===== config.mk =====
export PLATFORM = sky130hd
export DESIGN_NAME = linear_queue_with_max
export DESIGN_NICKNAME = d
export VERILOG_FILES = /design/src/rtl/lqm_pkg.sv /design/src/rtl/linear_queue_with_max.sv /design/src/rtl/lqm_ram.sv /design/src/rtl/lqm_datapath.sv /design/src/rtl/lqm_ctrl.sv
export SDC_FILE = /design/constraint.sdc
export NUM_CORES = 1
export LEC_CHECK = 0
export BUFFER_PORTS_ARGS = -buffer_cell sky130_fd_sc_hd__buf_2
export CAP_MARGIN = 10
export CORE_AREA = 2 2 193 195
export CTS_CLUSTER_SIZE = 8
export DETAILED_ROUTE_END_ITERATION = 7
export DIE_AREA = 0 0 195 197
export PLACE_DENSITY = 0.6
export SETUP_SLACK_MARGIN = 0.02
export SKIP_CTS_REPAIR_TIMING = 1
export SYNTH_ARGS = -nofsm -noshare
export SYNTH_HDL_FRONTEND = slang
export SYNTH_SLANG_ARGS = --single-unit

===== constraint.sdc =====
create_clock -name clk_i -period 4.1 [get_ports clk_i]
set_input_delay 0 -clock clk_i [delete_from_list [all_inputs] [get_ports clk_i]]
set_output_delay 0 -clock clk_i [all_outputs]
set_load 0.03 [all_outputs]

===== src/rtl/lqm_pkg.sv =====
// shared types and constants for the linear queue with maximum query
// no dependencies

package lqm_pkg;

  localparam int DEPTH  = 8;
  localparam int DATA_W = 32;
  localparam int PTR_W  = $clog2(DEPTH + 1);
  localparam int IDX_W  = (DEPTH > 1) ? $clog2(DEPTH) : 1;

  typedef enum logic [1:0] {
    MODE_ADD    = 2'd0,
    MODE_REMOVE = 2'd1,
    MODE_MAX    = 2'd2
  } mode_e;

  typedef enum logic [1:0] {
    ST_OK    = 2'd0,
    ST_FULL  = 2'd1,
    ST_EMPTY = 2'd2
  } status_e;

  typedef struct packed {
    logic    load;
    logic    wr;
    logic    rd_head;
    logic    scan_start;
    logic    scan_step;
    logic    pop_take;
    logic    max_take;
    logic    res_set;
    status_e res_code;
    logic    out_load;
  } dp_cmd_t;

  typedef struct packed {
    logic [1:0] mode;
    logic       full;
    logic       empty;
    logic       scan_more;
  } dp_sts_t;

endpackage


===== src/rtl/linear_queue_with_max.sv =====
// top level of the linear queue with maximum query
// depends on lqm_pkg, lqm_ctrl and lqm_datapath
//
// usage:
//   input channel s_axis: tuser carries the operation (add, remove, max),
//   tdata the signed value to add. output channel m_axis: tdata carries the
//   removed value or the maximum (zero unless ok), tuser the status
//   (ok, full, empty). every input item yields exactly one output item.
//   one item is worked on at a time; the next is accepted once the current
//   result sits in the output register, even if the receiver has not taken it.
//   add, mode 3 and any empty or full case go from the exec state straight to
//   the done state; remove passes through the pop state, and max through the
//   scan state, which reads one slot per cycle through the single read port
//   of the slot ram, one slot for each entry held.
//   reset clears the head and tail positions, so the queue starts empty;
//   slot contents are not cleared. a stalled receiver holds the result in the
//   output register, and the block stops accepting once a second result waits.

module linear_queue_with_max import lqm_pkg::*; (
  input  logic              clk_i,
  input  logic              rst_ni,
  input  logic              s_axis_tvalid,
  output logic              s_axis_tready,
  input  logic [DATA_W-1:0] s_axis_tdata,  // value
  input  logic [1:0]        s_axis_tuser,  // mode
  output logic              m_axis_tvalid,
  input  logic              m_axis_tready,
  output logic [DATA_W-1:0] m_axis_tdata,  // data
  output logic [1:0]        m_axis_tuser   // status
);

  dp_cmd_t cmd;
  dp_sts_t sts;

  lqm_ctrl u_ctrl (
    .clk_i      (clk_i),
    .rst_ni     (rst_ni),
    .in_valid_i (s_axis_tvalid),
    .in_ready_o (s_axis_tready),
    .out_valid_o(m_axis_tvalid),
    .out_ready_i(m_axis_tready),
    .sts_i      (sts),
    .cmd_o      (cmd)
  );

  lqm_datapath u_datapath (
    .clk_i       (clk_i),
    .rst_ni      (rst_ni),
    .cmd_i       (cmd),
    .sts_o       (sts),
    .in_mode_i   (s_axis_tuser),
    .in_value_i  (s_axis_tdata),
    .out_data_o  (m_axis_tdata),
    .out_status_o(m_axis_tuser)
  );

  a_data_zero_unless_ok: assert property (@(posedge clk_i) disable iff (!rst_ni)
    (m_axis_tvalid && (m_axis_tuser != ST_OK)) |-> (m_axis_tdata == '0))
    else $error("nonzero data with error status");

  a_one_item_at_a_time: assert property (@(posedge clk_i) disable iff (!rst_ni)
    (s_axis_tvalid && s_axis_tready) |=> !s_axis_tready)
    else $error("item accepted while another is in progress");

  a_not_full_and_empty: assert property (@(posedge clk_i) disable iff (!rst_ni)
    !(sts.full && sts.empty))
    else $error("queue positions not reset after last removal");

endmodule


===== src/rtl/lqm_ram.sv =====
// generic single write, single read port ram with registered read data
// no dependencies

module lqm_ram #(
  parameter int WIDTH = 32,
  parameter int DEPTH = 8
) (
  input  logic                             clk_i,
  input  logic                             wr_en_i,
  input  logic [$clog2(DEPTH > 1 ? DEPTH : 2)-1:0] wr_addr_i,
  input  logic [WIDTH-1:0]                 wr_data_i,
  input  logic                             rd_en_i,
  input  logic [$clog2(DEPTH > 1 ? DEPTH : 2)-1:0] rd_addr_i,
  output logic [WIDTH-1:0]                 rd_data_o
);

  logic [WIDTH-1:0] mem_q [DEPTH];
  logic [WIDTH-1:0] rd_data_q;

  always_ff @(posedge clk_i) begin
    if (wr_en_i) begin
      mem_q[wr_addr_i] <= wr_data_i;
    end
    if (rd_en_i) begin
      rd_data_q <= mem_q[rd_addr_i];
    end
  end

  assign rd_data_o = rd_data_q;

endmodule


===== src/rtl/lqm_datapath.sv =====
// datapath: head and tail positions, slot ram, max accumulator and output registers
// depends on lqm_pkg and lqm_ram

module lqm_datapath import lqm_pkg::*; (
  input  logic              clk_i,
  input  logic              rst_ni,
  input  dp_cmd_t           cmd_i,
  output dp_sts_t           sts_o,
  input  logic [1:0]        in_mode_i,
  input  logic [DATA_W-1:0] in_value_i,
  output logic [DATA_W-1:0] out_data_o,
  output logic [1:0]        out_status_o
);

  logic [PTR_W-1:0]  head_q, head_d;
  logic [PTR_W-1:0]  tail_q, tail_d;
  logic [PTR_W-1:0]  scan_q, scan_d;
  logic              first_q, first_d;
  logic [1:0]        mode_q;
  logic [DATA_W-1:0] value_q;
  logic [DATA_W-1:0] res_data_q, res_data_d;
  logic [1:0]        res_status_q, res_status_d;
  logic [DATA_W-1:0] out_data_q;
  logic [1:0]        out_status_q;
  logic [DATA_W-1:0] rd_data;
  logic [IDX_W-1:0]  rd_addr;
  logic [PTR_W-1:0]  head_inc;

  assign head_inc = PTR_W'(head_q + 1'b1);
  assign rd_addr  = cmd_i.scan_step ? scan_q[IDX_W-1:0] : head_q[IDX_W-1:0];

  lqm_ram #(
    .WIDTH(DATA_W),
    .DEPTH(DEPTH)
  ) u_ram (
    .clk_i    (clk_i),
    .wr_en_i  (cmd_i.wr),
    .wr_addr_i(tail_q[IDX_W-1:0]),
    .wr_data_i(value_q),
    .rd_en_i  (cmd_i.rd_head | cmd_i.scan_step),
    .rd_addr_i(rd_addr),
    .rd_data_o(rd_data)
  );

  always_comb begin
    head_d       = head_q;
    tail_d       = tail_q;
    scan_d       = scan_q;
    first_d      = first_q;
    res_data_d   = res_data_q;
    res_status_d = res_status_q;
    if (cmd_i.wr) begin
      tail_d = PTR_W'(tail_q + 1'b1);
    end
    if (cmd_i.res_set) begin
      res_data_d   = '0;
      res_status_d = cmd_i.res_code;
    end
    if (cmd_i.scan_start) begin
      scan_d       = head_inc;
      first_d      = 1'b1;
      res_status_d = ST_OK;
    end
    if (cmd_i.scan_step) begin
      scan_d = PTR_W'(scan_q + 1'b1);
    end
    if (cmd_i.max_take) begin
      first_d = 1'b0;
      if (first_q || ($signed(rd_data) > $signed(res_data_q))) begin
        res_data_d = rd_data;
      end
    end
    if (cmd_i.pop_take) begin
      res_data_d   = rd_data;
      res_status_d = ST_OK;
      if (head_inc >= tail_q) begin
        head_d = '0;
        tail_d = '0;
      end else begin
        head_d = head_inc;
      end
    end
  end

  always_ff @(posedge clk_i or negedge rst_ni) begin
    if (!rst_ni) begin
      head_q  <= '0;
      tail_q  <= '0;
      scan_q  <= '0;
      first_q <= 1'b0;
    end else begin
      head_q  <= head_d;
      tail_q  <= tail_d;
      scan_q  <= scan_d;
      first_q <= first_d;
    end
  end

  always_ff @(posedge clk_i) begin
    if (cmd_i.load) begin
      mode_q  <= in_mode_i;
      value_q <= in_value_i;
    end
    res_data_q   <= res_data_d;
    res_status_q <= res_status_d;
    if (cmd_i.out_load) begin
      out_data_q   <= res_data_q;
      out_status_q <= res_status_q;
    end
  end

  assign sts_o.mode      = mode_q;
  assign sts_o.full      = (tail_q >= PTR_W'(DEPTH));
  assign sts_o.empty     = (head_q >= tail_q) || (head_q >= PTR_W'(DEPTH));
  assign sts_o.scan_more = (scan_q < tail_q);
  assign out_data_o      = out_data_q;
  assign out_status_o    = out_status_q;

endmodule


===== src/rtl/lqm_ctrl.sv =====
// controller: sequences one item at a time and drives the datapath commands
// depends on lqm_pkg

module lqm_ctrl import lqm_pkg::*; (
  input  logic    clk_i,
  input  logic    rst_ni,
  input  logic    in_valid_i,
  output logic    in_ready_o,
  output logic    out_valid_o,
  input  logic    out_ready_i,
  input  dp_sts_t sts_i,
  output dp_cmd_t cmd_o
);

  typedef enum logic [2:0] {
    S_IDLE,
    S_EXEC,
    S_POP,
    S_SCAN,
    S_DONE
  } state_e;

  state_e state_q, state_d;
  logic   out_valid_q, out_valid_d;

  always_comb begin
    state_d     = state_q;
    out_valid_d = out_valid_q;
    cmd_o       = '0;
    cmd_o.res_code = ST_OK;
    if (out_valid_q && out_ready_i) begin
      out_valid_d = 1'b0;
    end
    unique case (state_q)
      S_IDLE: begin
        if (in_valid_i) begin
          cmd_o.load = 1'b1;
          state_d    = S_EXEC;
        end
      end
      S_EXEC: begin
        state_d = S_DONE;
        unique case (sts_i.mode)
          MODE_ADD: begin
            cmd_o.res_set = 1'b1;
            if (sts_i.full) begin
              cmd_o.res_code = ST_FULL;
            end else begin
              cmd_o.wr = 1'b1;
            end
          end
          MODE_REMOVE: begin
            if (sts_i.empty) begin
              cmd_o.res_set  = 1'b1;
              cmd_o.res_code = ST_EMPTY;
            end else begin
              cmd_o.rd_head = 1'b1;
              state_d       = S_POP;
            end
          end
          MODE_MAX: begin
            if (sts_i.empty) begin
              cmd_o.res_set  = 1'b1;
              cmd_o.res_code = ST_EMPTY;
            end else begin
              cmd_o.rd_head    = 1'b1;
              cmd_o.scan_start = 1'b1;
              state_d          = S_SCAN;
            end
          end
          default: begin
            cmd_o.res_set = 1'b1;
          end
        endcase
      end
      S_POP: begin
        cmd_o.pop_take = 1'b1;
        state_d        = S_DONE;
      end
      S_SCAN: begin
        cmd_o.max_take = 1'b1;
        if (sts_i.scan_more) begin
          cmd_o.scan_step = 1'b1;
        end else begin
          state_d = S_DONE;
        end
      end
      S_DONE: begin
        if (!out_valid_q || out_ready_i) begin
          cmd_o.out_load = 1'b1;
          out_valid_d    = 1'b1;
          state_d        = S_IDLE;
        end
      end
      default: begin
        state_d = S_IDLE;
      end
    endcase
  end

  always_ff @(posedge clk_i or negedge rst_ni) begin
    if (!rst_ni) begin
      state_q     <= S_IDLE;
      out_valid_q <= 1'b0;
    end else begin
      state_q     <= state_d;
      out_valid_q <= out_valid_d;
    end
  end

  assign in_ready_o  = (state_q == S_IDLE);
  assign out_valid_o = out_valid_q;

endmodule

Word-level counts from Yosys, hierarchy flattened
Memory sizes are Yosys's and may differ from the RTL's. A register that Yosys moved wholly into a read port is not among the register bits.
Cells that the tools add are included.
W data, S select, Z words.
{"block": "totals", "inputBits": 38, "register_bits": 119, "wordCells": 89, "output_inout_bits": 36, "memories": 1, "ramBits": 256}
{"name": "u_datapath.u_ram.mem_q", "words": 8, "word_bits": 32, "read_ports": 1, "rd_ports_with_merged_regs": 1, "write_ports": 1, "line": "lqm_ram.sv:17", "text": "logic [WIDTH-1:0] mem_q [DEPTH];"}
{"block": "op_classes", "reduce_logical": 12, "addsub": 3, "eq_ne": 9, "mux": 45, "order_cmp": 6, "n_bitwise": 1}
{"operator": "$mux W32", "n": 4}
{"operator": "$gt A32 B32 Y1", "n": 1}
{"operator": "$mux W3", "n": 9}
{"operator": "$mux W4", "n": 6}
{"operator": "$mux W1", "n": 21}
{"operator": "$pmux W3 S5", "n": 1}
{"operator": "$add A4 B1 Y4 const B", "n": 3}
{"operator": "$ge A4 B4 Y1", "n": 2}
{"operator": "$ge A4 B4 Y1 const B", "n": 2}
{"operator": "$eq A3 B2 Y1 const B", "n": 2}
{"operator": "$pmux W3 S2", "n": 1}
{"operator": "$lt A4 B4 Y1", "n": 1}
{"operator": "$ne A2 B2 Y1 const B", "n": 2}
{"operator": "$pmux W2 S2", "n": 1}
{"operator": "$reduce_bool A2 Y1", "n": 2}
{"operator": "$reduce_or A2 Y1", "n": 2}
{"operator": "$eq A3 B1 Y1 const B", "n": 1}
{"operator": "$eq A3 B3 Y1 const B", "n": 1}
{"operator": "$logic_not A3 Y1", "n": 1}
{"operator": "$logic_or A1 B1 Y1", "n": 3}
{"operator": "$reduce_and A3 Y1", "n": 1}
{"operator": "$eq A2 B1 Y1 const B", "n": 1}
{"operator": "$eq A2 B2 Y1 const B", "n": 1}
{"operator": "$logic_not A2 Y1", "n": 1}
{"operator": "other kinds (6)", "n": 6}

Depth between registers and ports, before layout
Gate-level depths: netlist (run 1).
{"block": "depth", "depth_word": 9, "ltp_mapped": 11, "mapped_depth_nobuf": 10}

By module
A second synthesis (run 1) with hierarchy kept.
{"block": "unflattened", "cells_unflattened": 855, "area_unflattened_um2": 16350.7}
{"mod": "lqm_ram", "instances": 1, "seq_area_each_um2": 8648.3, "cells_per_inst": 415, "area_per_inst_um2": 10786.6}
{"mod": "lqm_datapath", "instances": 1, "seq_area_each_um2": 3047.9, "cells_per_inst": 397, "area_per_inst_um2": 5198.7}
{"mod": "lqm_ctrl", "instances": 1, "seq_area_each_um2": 100.1, "cells_per_inst": 43, "area_per_inst_um2": 365.4}

Worst setup path before layout (run 1)
Ideal clock, no wire load.
{"block": "synth_timing", "path_kind": "register to register", "from": "register u_ctrl.state_q[0]", "to": "memory u_datapath.u_ram.mem_q[0][0] (enable)", "synth_period_minus_slack_ns": 4.142, "setup_time_ns": 0.461, "setup_slack_ns": -0.042, "n_path_buf": 2, "t_required_ns": 3.639, "arrival_ns": 3.681, "path_stages_with_launch": 8, "path_cell_list": "dfrtp_1 > clkbuf_1 > nor3b_1 > clkbuf_1 > nand2_1 > nor2_1 > nand2_1 > nor3_1"}
{"block": "synth_via", "elab_chain_len": 4}
{"element": "start, declared", "line": "lqm_ctrl.sv:23", "text": "state_e state_q, state_d;"}
{"element": "start signal, assigned", "line": "lqm_ctrl.sv:106", "text": "state_q <= state_d;"}
{"element": "$eq A3 B1 Y1", "line": "lqm_ctrl.sv:34", "text": "unique case (state_q)"}
{"element": "$mux W3", "line": "lqm_ctrl.sv:34"}
{"element": "$mux W1", "line": "lqm_ram.sv:21", "text": "if (wr_en_i) begin"}
{"element": "$mux W1 (not written as such)", "line": "lqm_ram.sv:22", "text": "mem_q[wr_addr_i] <= wr_data_i;"}
{"element": "end, declared", "line": "lqm_ram.sv:17"}
No other way between the ends.

Worst setup path after layout (run 1)
{"block": "layout_timing", "from": "register u_datapath.tail_q[1]", "to": "register u_datapath.u_ram.rd_data_q[16], in the netlist u_datapath.u_ram.rd_data_o[16] (read register of u_datapath.u_ram.mem_q) (data pin)"}
{"block": "layout_via", "elab_chain_len": 6, "elab_cells_between_ends": 11, "classes_between": "order compare: 2; mux: 7; bitwise: 1; reduce/logical: 1"}
{"element": "start, declared", "line": "lqm_datapath.sv:16", "text": "logic [PTR_W-1:0] tail_q, tail_d;"}
{"element": "start signal, assigned", "line": "lqm_datapath.sv:93", "text": "tail_q <= tail_d;"}
{"element": "$ge A4 B4 Y1", "line": "lqm_datapath.sv:114", "text": "assign sts_o.empty = (head_q >= tail_q) || (head_q >= PTR_W'(DEPTH));"}
{"element": "$logic_or A1 B1 Y1", "line": "lqm_datapath.sv:114"}
{"element": "$mux W2 or $mux W1 (tied branches)", "line": "lqm_ctrl.sv:62, lqm_ctrl.sv:53"}
{"element": "$pmux W1 S2", "line": "lqm_ctrl.sv:43", "text": "unique case (sts_i.mode)"}
{"element": "$mux W3", "line": "lqm_ctrl.sv:34"}
{"element": "$or A1 B1 Y1", "line": "lqm_datapath.sv:40", "text": ".rd_en_i (cmd_i.rd_head | cmd_i.scan_step),"}
{"element": "end, declared", "line": "lqm_ram.sv:18", "text": "logic [WIDTH-1:0] rd_data_q;"}
Parallel ways exist; a longest one is shown, timed or not.
A chain may end at the register's enable or synchronous reset.

==> results of run 1 <==
==> cell usage in the layout (no fill, tap or decap), types with 7 or more instances in the layout <==
cell           instances
nand4_1                7
o21ai_0               14
buf_4                 23
mux2_1                13
and3_1                33
inv_1                 45
ha_1                  52
edfxtp_1             356
nor2_1                18
dfxtp_1               34
a32oi_1               32
nand2_1              263
dfrtp_1               17
dlygate4sd3_1         38
buf_2                 73
nand3_1               78
mux2_2                19
clkbuf_1              23
a21oi_1               84
clkbuf_16             57
==> layer usage <==
layer	global-route usage (%)	share of wire [%]	vias up
li1	-	-	4624
met3	3.01	5.6	51
met2	28.4	46	272
met5	0	0	-
met1	25.7	47	4777
met4	4.83	1.8	0
==> worst max-delay path by stage <==
stage                                        start                                       end  slack (ns)
floorplan            u_ctrl.state_q[0]$_DFFE_PN0P_    u_datapath.u_ram.mem_q[7][0]$_DFFE_PP_        0.80
global placement    u_datapath.tail_q[1]$_DFF_PN0_  u_datapath.u_ram.rd_data_o[31]$_DFFE_PP_        0.59
detailed placement  u_datapath.tail_q[1]$_DFF_PN0_  u_datapath.u_ram.rd_data_o[16]$_DFFE_PP_        0.50
CTS                 u_datapath.tail_q[1]$_DFF_PN0_  u_datapath.u_ram.rd_data_o[16]$_DFFE_PP_        0.47
global route        u_datapath.tail_q[1]$_DFF_PN0_  u_datapath.u_ram.rd_data_o[20]$_DFFE_PP_        0.23
finish              u_datapath.tail_q[1]$_DFF_PN0_  u_datapath.u_ram.rd_data_o[16]$_DFFE_PP_        0.48
==> logic make-up (layout without fill, tap and decap cells) <==
family | count (synthesis) | after routing | synth area share, %
and+or+nand+nor | 429 | 429 | 11.5
xor gates and xnor gates | 3 | 3 | 0.162
muxes | 37 | 37 | 2.57
buffers and inverters | 100 | 267 | 2.77
AOI/OAI and AO/OA | 156 | 156 | 6.11
adders and majority gates | 52 | 52 | 4.02
DFF | 407 | 407 | 72.9
==> through the flow <==
step	cells	setup WS (ns)	utilization [%]	hold slack [ns]
4_1_cts	1780	0.468	51.9	-0.635
3_5_place_dp	1698	0.504	47.6	-0.0307
6_report	1819	0.478	53.0	0.142
3_3_place_gp	1698	0.588	47.6	-0.0369
5_1_grt	1819	0.227	53.0	0.130
2_1_floorplan	1184	0.799	-	-0.296
==> state kept, by name, summed over array words and instances, names as in the netlist, 2 cells and up <==
name                        cells
u_datapath.u_ram.mem_q        256
u_datapath.out_data_o          32
u_datapath.res_data_q          32
u_datapath.u_ram.rd_data_o     32
u_datapath.value_q             32
u_datapath.head_q               4
u_datapath.scan_q               4
u_datapath.tail_q               4
u_ctrl.state_q                  3
u_datapath.mode_q               2
u_datapath.out_status_o         2
u_datapath.res_status_q         2
==> where the power goes <==
group          internal [uW]  leakage (uW)  total [uW]  switching [uW]
Combinational            985       0.00250        2770            1780
Clock                   2510      0.000749        4090            1580
Sequential              5270       0.00373        5670             404
==> final cells by class <==
type                            instances  area share (%)
Sequential cell                       407            61.4
Multi-Input combinational cell        677            21.2
Clock buffer                           80            7.88
Timing Repair Buffer                  140            5.38
Tap cell                              468            3.05
Inverter                               45           0.880
Clock inverter                          2           0.209
==> worst max-delay path: stages (launching register included) <==
cell      delay (ns)
dfrtp_1         0.52
inv_1           0.18
ha_1            0.31
a21o_1          0.16
a21o_1          0.22
a211oi_4        0.62
mux2i_4         0.69
buf_12          0.30
nand2_1         0.09
a32oi_1         0.19
and3_1          0.18
==> results by group, run 1 <==
STA
  – Final min period: 3.62 ns
  – Rel. slew slack: 38.1%
  – Setup Skew: 0.0111 ns
  – Final Cycle Share: 88.3%
  – Final setup TNS: 0 ns
  – Slew of the pin with the lowest slew margin: 0.928 ns
  – Final hold viol count: 0
  – RSZ-0062 raised after global routing: false
  – # setup viols final: 0
  – Final Slew Violations: 0
  – Peak Freq: 0.276 GHz

Finish
  – Sequential cell area: 0.0118 sq mm
  – Syn-to-layout area delta: 18.6%
  – Nets: 1417
  – Fillers: 3046
  – Multi-input logic area: 0.00406 sq mm
  – Design area: 0.0192 sq mm
  – Share of layout cells above drive strength 1: 14.6%
  – Ant. Diodes: 0

Critical path
  – Setup crit end kind: flip-flop
  – Worst r2r src: u_datapath.tail_q[1]$_DFF_PN0_
  – Crit start category: flip-flop
  – R2R Setup Slk: 0.48 ns
  – Critical-path maximum fanout: 47
  – Required time of the critical path: 4.52 ns
  – FF-to-FF End: u_datapath.u_ram.rd_data_o[16]$_DFFE_PP_
  – CP arrival: 4.05 ns
  – R2R depth: 10
  – WS Path Type: reg -> reg

Place
  – RD Place Congestion: 0.812
  – Placed instance area: 0.0173 sq mm
  – DP HPWL: 20000 um
  – Port bufs: 73

Logic synthesis
  – Most numerous cell in the Yosys netlist: edfxtp_1
  – Synth area leaders: edfxtp_1, nand2_1, dfxtp_1, ha_1, dfrtp_1
  – Syn. warnings: 0
  – Commonest cells post-synth: edfxtp_1, nand2_1, a21oi_1, nand3_1, ha_1
  – Async S/R FF share, synth: 4.18%
  – Sequential area share after synthesis: 72.9%
  – Synth area leader: edfxtp_1
  – Synth Register Bits: 407
  – Dominant synthesized flop cell: edfxtp_1
  – Syn Inst Count: 1184
  – Synth top area share: 66.0%
  – Yosys cell types: 45
  – Syn Area/Cell: 13.7 sq um
  – Post-synth EDFFs: 356
  – Mapped Area: 0.0162 sq mm
  – Syn_nets: 1274

Min path
  – Hold path start: s_axis_tdata[0]
  – Hold Path Stages: 2
  – HP Class: in -> reg
  – Worst Hold Path EP: u_datapath.value_q[0]$_DFFE_PP_

Routing
  – Drt pass-1 iters: 5
  – WL final: 34400 um
  – Detailed Route Iter0 Violations: 619
  – Via count: 9724
  – Antenna viol nets, final: 0
  – Drt drc: 0
  – Vias per cell: 5.35
  – DR WL/cell: 18.9 um

GRT
  – Global-route wire length before repair: 53100 um
  – Total grt overflow: 0
  – Gr usage total: 17.9%
  – Largest net degree at the start of global routing: 49
  – Vias in the first global route: 9342
  – Initial antenna violation count: 0

Clock network
  – CTS Root Cell: clkbuf_16
  – Total CTS buffers: 56
  – Clock Sink Count: 407
  – Clock H-tree levels: 2
  – CTS tree: done
  – Clock latency on the worst-skew pair: 0.56 ns
  – CTS max path bufs: 3
  – Clock Pin Slew Worst Setup and Hold Paths: 0.05 ns

Die
  – Core area: 0.0363 sq mm
  – Initial Util: 44.6%
  – FP Rows: 70
  – Die ar.: 0.0384 sq mm
  – Die height: 197 um
  – Io pins: 74
  – Horiz. Die Dim: 195 um

Job
  – MaxCap Viol Count: 0

Power
  – Power density cells: 653 mW/mm^2
  – Maximum vdd drop: 0.363 mV
  – Tot Pwr: 12500 uW
  – Leakage: 0.00698 uW

Status
  – Status: complete, no violations
No activity file was read; power rests on OpenSTA's default activity.
==> inputs of run 2 (changes only) <==
--- a/config.mk
+++ b/config.mk
@@ -5,12 +5,13 @@
 export SDC_FILE = /design/constraint.sdc
 export NUM_CORES = 1
 export LEC_CHECK = 0
+export ABC_AREA = 1
 export BUFFER_PORTS_ARGS = -buffer_cell sky130_fd_sc_hd__buf_2
 export CAP_MARGIN = 10
-export CORE_AREA = 2 2 193 195
+export CORE_AREA = 2 2 197 199
 export CTS_CLUSTER_SIZE = 8
 export DETAILED_ROUTE_END_ITERATION = 7
-export DIE_AREA = 0 0 195 197
+export DIE_AREA = 0 0 199 201
 export PLACE_DENSITY = 0.6
 export SETUP_SLACK_MARGIN = 0.02
 export SKIP_CTS_REPAIR_TIMING = 1
==> constraint.sdc (replaced) <==
create_clock -name clk_i -period 2.9 [get_ports clk_i]
set_input_delay 0 -clock clk_i [delete_from_list [all_inputs] [get_ports clk_i]]
set_output_delay 0 -clock clk_i [all_outputs]
set_load 0.03 [all_outputs]
==> results by group, run 2 <==
Clock network
  – Clock H-tree levels: 2 (unchanged)
  – CTS Root Cell: clkbuf_16 (unchanged)
  – Clock Sink Count: 407 (unchanged)
  – Clock latency on the worst-skew pair: 0.57 ns (was 0.56 ns)
  – Total CTS buffers: 56 (unchanged)
  – Clock Pin Slew Worst Setup and Hold Paths: 0.05 ns (about the same)
  – CTS max path bufs: 3 (unchanged)
  – CTS tree: done (unchanged)

STA
  – Setup Skew: 0.0131 ns (was 0.0111 ns)
  – RSZ-0062 raised after global routing: false (unchanged)
  – Peak Freq: 0.385 GHz (was 0.276 GHz)
  – Final hold viol count: 0 (unchanged)
  – Final Slew Violations: 0 (unchanged)
  – Final min period: 2.60 ns (was 3.62 ns)
  – Final Cycle Share: 89.5% (was 88.3%)
  – Rel. slew slack: 44.6% (was 38.1%)
  – # setup viols final: 0 (unchanged)
  – Slew of the pin with the lowest slew margin: 0.828 ns (was 0.928 ns)

Place
  – Port bufs: 73 (unchanged)
  – Placed cells: 2023 (was 1698)
  – RD Place Congestion: 0.793 (was 0.812)
  – DP HPWL: 20500 um (was 20000 um)

Die
  – Die ar.: 0.0400 sq mm (was 0.0384 sq mm)
  – Core area: 0.0381 sq mm (was 0.0363 sq mm)
  – Horiz. Die Dim: 199 um (was 195 um)
  – Die height: 201 um (was 197 um)
  – FP Rows: 72 (was 70)
  – Io pins: 74 (unchanged)
  – Initial Util: 44.4% (was 44.6%)

Logic synthesis
  – Synth area leader: edfxtp_1 (unchanged)
  – Mapped Area: 0.0169 sq mm (was 0.0162 sq mm)
  – Syn Area/Cell: 11.6 sq um (was 13.7 sq um)
  – Syn Inst Count: 1455 (was 1184)
  – Synth Register Bits: 407 (unchanged)
  – Async S/R FF share, synth: 4.18% (unchanged)
  – Synth area leaders: edfxtp_1, nand2_1, o211ai_1, inv_1, dfxtp_1 (was edfxtp_1, nand2_1, dfxtp_1, ha_1, dfrtp_1)
  – Dominant synthesized flop cell: edfxtp_1 (unchanged)
  – Syn. warnings: 0 (unchanged)
  – Sequential area share after synthesis: 69.7% (was 72.9%)
  – Synth top area share: 63.2% (was 66.0%)
  – Yosys cell types: 31 (was 45)
  – Commonest cells post-synth: nand2_1, edfxtp_1, inv_1, o211ai_1, nor2_1 (was edfxtp_1, nand2_1, a21oi_1, nand3_1, ha_1)
  – Post-synth EDFFs: 356 (unchanged)
  – Most numerous cell in the Yosys netlist: nand2_1 (was edfxtp_1)
  – Syn_nets: 1545 (was 1274)

Routing
  – Drt pass-1 iters: 5 (unchanged)
  – WL final: 34400 um (about the same)
  – Detailed Route Iter0 Violations: 506 (was 619)
  – Vias per cell: 4.83 (was 5.35)
  – DR WL/cell: 16.1 um (was 18.9 um)
  – Drt drc: 0 (unchanged)
  – Via count: 10300 (was 9724)
  – Antenna viol nets, final: 0 (unchanged)

Status
  – Status: complete, no violations (unchanged)

GRT
  – Initial antenna violation count: 1 (was 0)
  – Largest net degree at the start of global routing: 58 (was 49)
  – Total grt overflow: 0 (unchanged)
  – Gr usage total: 17.8% (was 17.9%)
  – Global-route wire length before repair: 55000 um (was 53100 um)
  – Vias in the first global route: 9963 (was 9342)

Finish
  – Final core utilization: 53.0% (about the same)
  – Largest register FFs: 256 (unchanged)
  – Layout Cells excl Fill: 2142 (was 1819)
  – Commonest non-fill, non-tap cells in the layout: nand2_1, edfxtp_1, inv_1 (was edfxtp_1, nand2_1, a21oi_1)
  – Most common cell after layout, fill and taps aside: nand2_1 (was edfxtp_1)
  – Share of layout cells above drive strength 1: 11.7% (was 14.6%)
  – Most flops, register: u_datapath.u_ram.mem_q (unchanged)
  – Nets: 1691 (was 1417)
  – Syn-to-layout area delta: 19.3% (was 18.6%)
  – Ant. Diodes: 0 (unchanged)
  – Fillers: 3222 (was 3046)

Min path
  – Hold path start: s_axis_tdata[12] (was s_axis_tdata[0])
  – HP Class: in -> reg (unchanged)

Critical path
  – Setup crit end kind: flip-flop (unchanged)
  – CP arrival: 2.89 ns (was 4.05 ns)
  – Required time of the critical path: 3.19 ns (was 4.52 ns)
  – Critical Path Sink: u_datapath.u_ram.rd_data_o[6]$_DFFE_PP_ (was u_datapath.u_ram.rd_data_o[16]$_DFFE_PP_)
  – WS Path Type: reg -> reg (unchanged)
  – Crit start category: flip-flop (unchanged)
  – FF-to-FF End: u_datapath.u_ram.rd_data_o[6]$_DFFE_PP_ (was u_datapath.u_ram.rd_data_o[16]$_DFFE_PP_)
  – Worst r2r src: u_datapath.tail_q[3]$_DFF_PN0_ (was u_datapath.tail_q[1]$_DFF_PN0_)
  – R2R depth: 12 (was 10)
  – R2R Setup Slk: 0.30 ns (was 0.48 ns)
  – Crit. Startpoint: u_datapath.tail_q[3]$_DFF_PN0_ (was u_datapath.tail_q[1]$_DFF_PN0_)
  – Critical-path maximum fanout: 41 (was 47)

Power
  – Power density cells: 923 mW/mm^2 (was 653 mW/mm^2)
  – Maximum vdd drop: 0.438 mV (was 0.363 mV)
  – Leakage: 0.00798 uW (was 0.00698 uW)

Job
  – MaxCap Viol Count: 0 (unchanged)
## run 2: cell types whose count changed in the layout (fill, tap and decap cells not counted), sizes merged, moves of 32 or more
cell	before	now
mux2	33	0
inv	47	209
a21oi	84	19
nor2	24	64
nand2	263	428
o211ai	1	131
and3	33	0
a32oi	32	0
nand3	78	41
## run 2: worst min path at each step
stage                                             to  slack, ns  cells after the start
finish              u_datapath.value_q[12]$_DFFE_PP_       0.15                      2
global route        u_datapath.value_q[16]$_DFFE_PP_       0.13                      2
global placement    u_datapath.scan_q[2]$_DFFE_PN0P_      -0.05                      1
CTS                 u_datapath.scan_q[0]$_DFFE_PN0P_      -0.65                      1
detailed placement  u_datapath.head_q[1]$_DFFE_PN0P_      -0.04                      1
floorplan               u_ctrl.out_valid_o$_DFF_PN0_      -0.30                      0
## run 2: report_power, final
group,internal (uW),switching [uW]
clock network,3580,2240
logic,1690,3150
registers,7450,531
total,12700,5920
## run 2: cells by family after synthesis
group           count (synthesis)  synth area share [%]
xor+xnor                        5                 0.259
buf+inv                       269                  6.28
simple gates                  547                  12.7
fa+ha+maj                      52                  3.84
compound gates                175                  7.26
flops                         407                  69.7
## run 2: worst max-delay path: stages (launching register included)
cell	delay (ns)
dfrtp_1	0.39
inv_1	0.12
ha_1	0.26
a21oi_1	0.24
nand3_4	0.21
o21ai_4	0.21
buf_12	0.22
buf_12	0.22
nand2_1	0.07
o211ai_1	0.11
nand2_1	0.08
nand2_1	0.06
nand2_1	0.11
## run 2: area by class of cell
| cell class | instances | area (sq um) | area share (%) |
|---|---|---|---|
| clock inverters | 1 | 16.3 | 0.0806 |
| clock buffers | 80 | 1530 | 7.60 |
| multi-input cells | 779 | 4170 | 20.7 |
| well taps | 518 | 648 | 3.21 |
| inverters | 209 | 785 | 3.89 |
| repair buffers | 148 | 1240 | 6.12 |
| flip-flops and latches | 407 | 11800 | 58.4 |
## run 2: metal layers
| metal | GRT usage, % | wire [um] | vias to the layer above |
|---|---|---|---|
| li1 | - | - | 5251 |
| met1 | 25.1 | 16200 | 4839 |
| met2 | 28.8 | 15900 | 192 |
| met3 | 2.74 | 1500 | 56 |
| met4 | 4.69 | 806 | 0 |
| met5 | 0 | 0 | - |
## run 2: per-stage QoR
stage | area (sq um) | TNS [ns] | hold WS, ns | worst slack [ns] | total power [uW]
after floorplan | 16900 | -61.09 | -0.296 | -0.914 | 11300
after global placement | 18300 | 0 | -0.0470 | 0.314 | 12800
after detailed placement | 18300 | 0 | -0.0442 | 0.243 | 12900
after CTS | 19800 | 0 | -0.655 | 0.213 | 18800
after global routing | 20200 | 0 | 0.131 | 0.0349 | 19800
final | 20200 | 0 | 0.146 | 0.304 | 18600
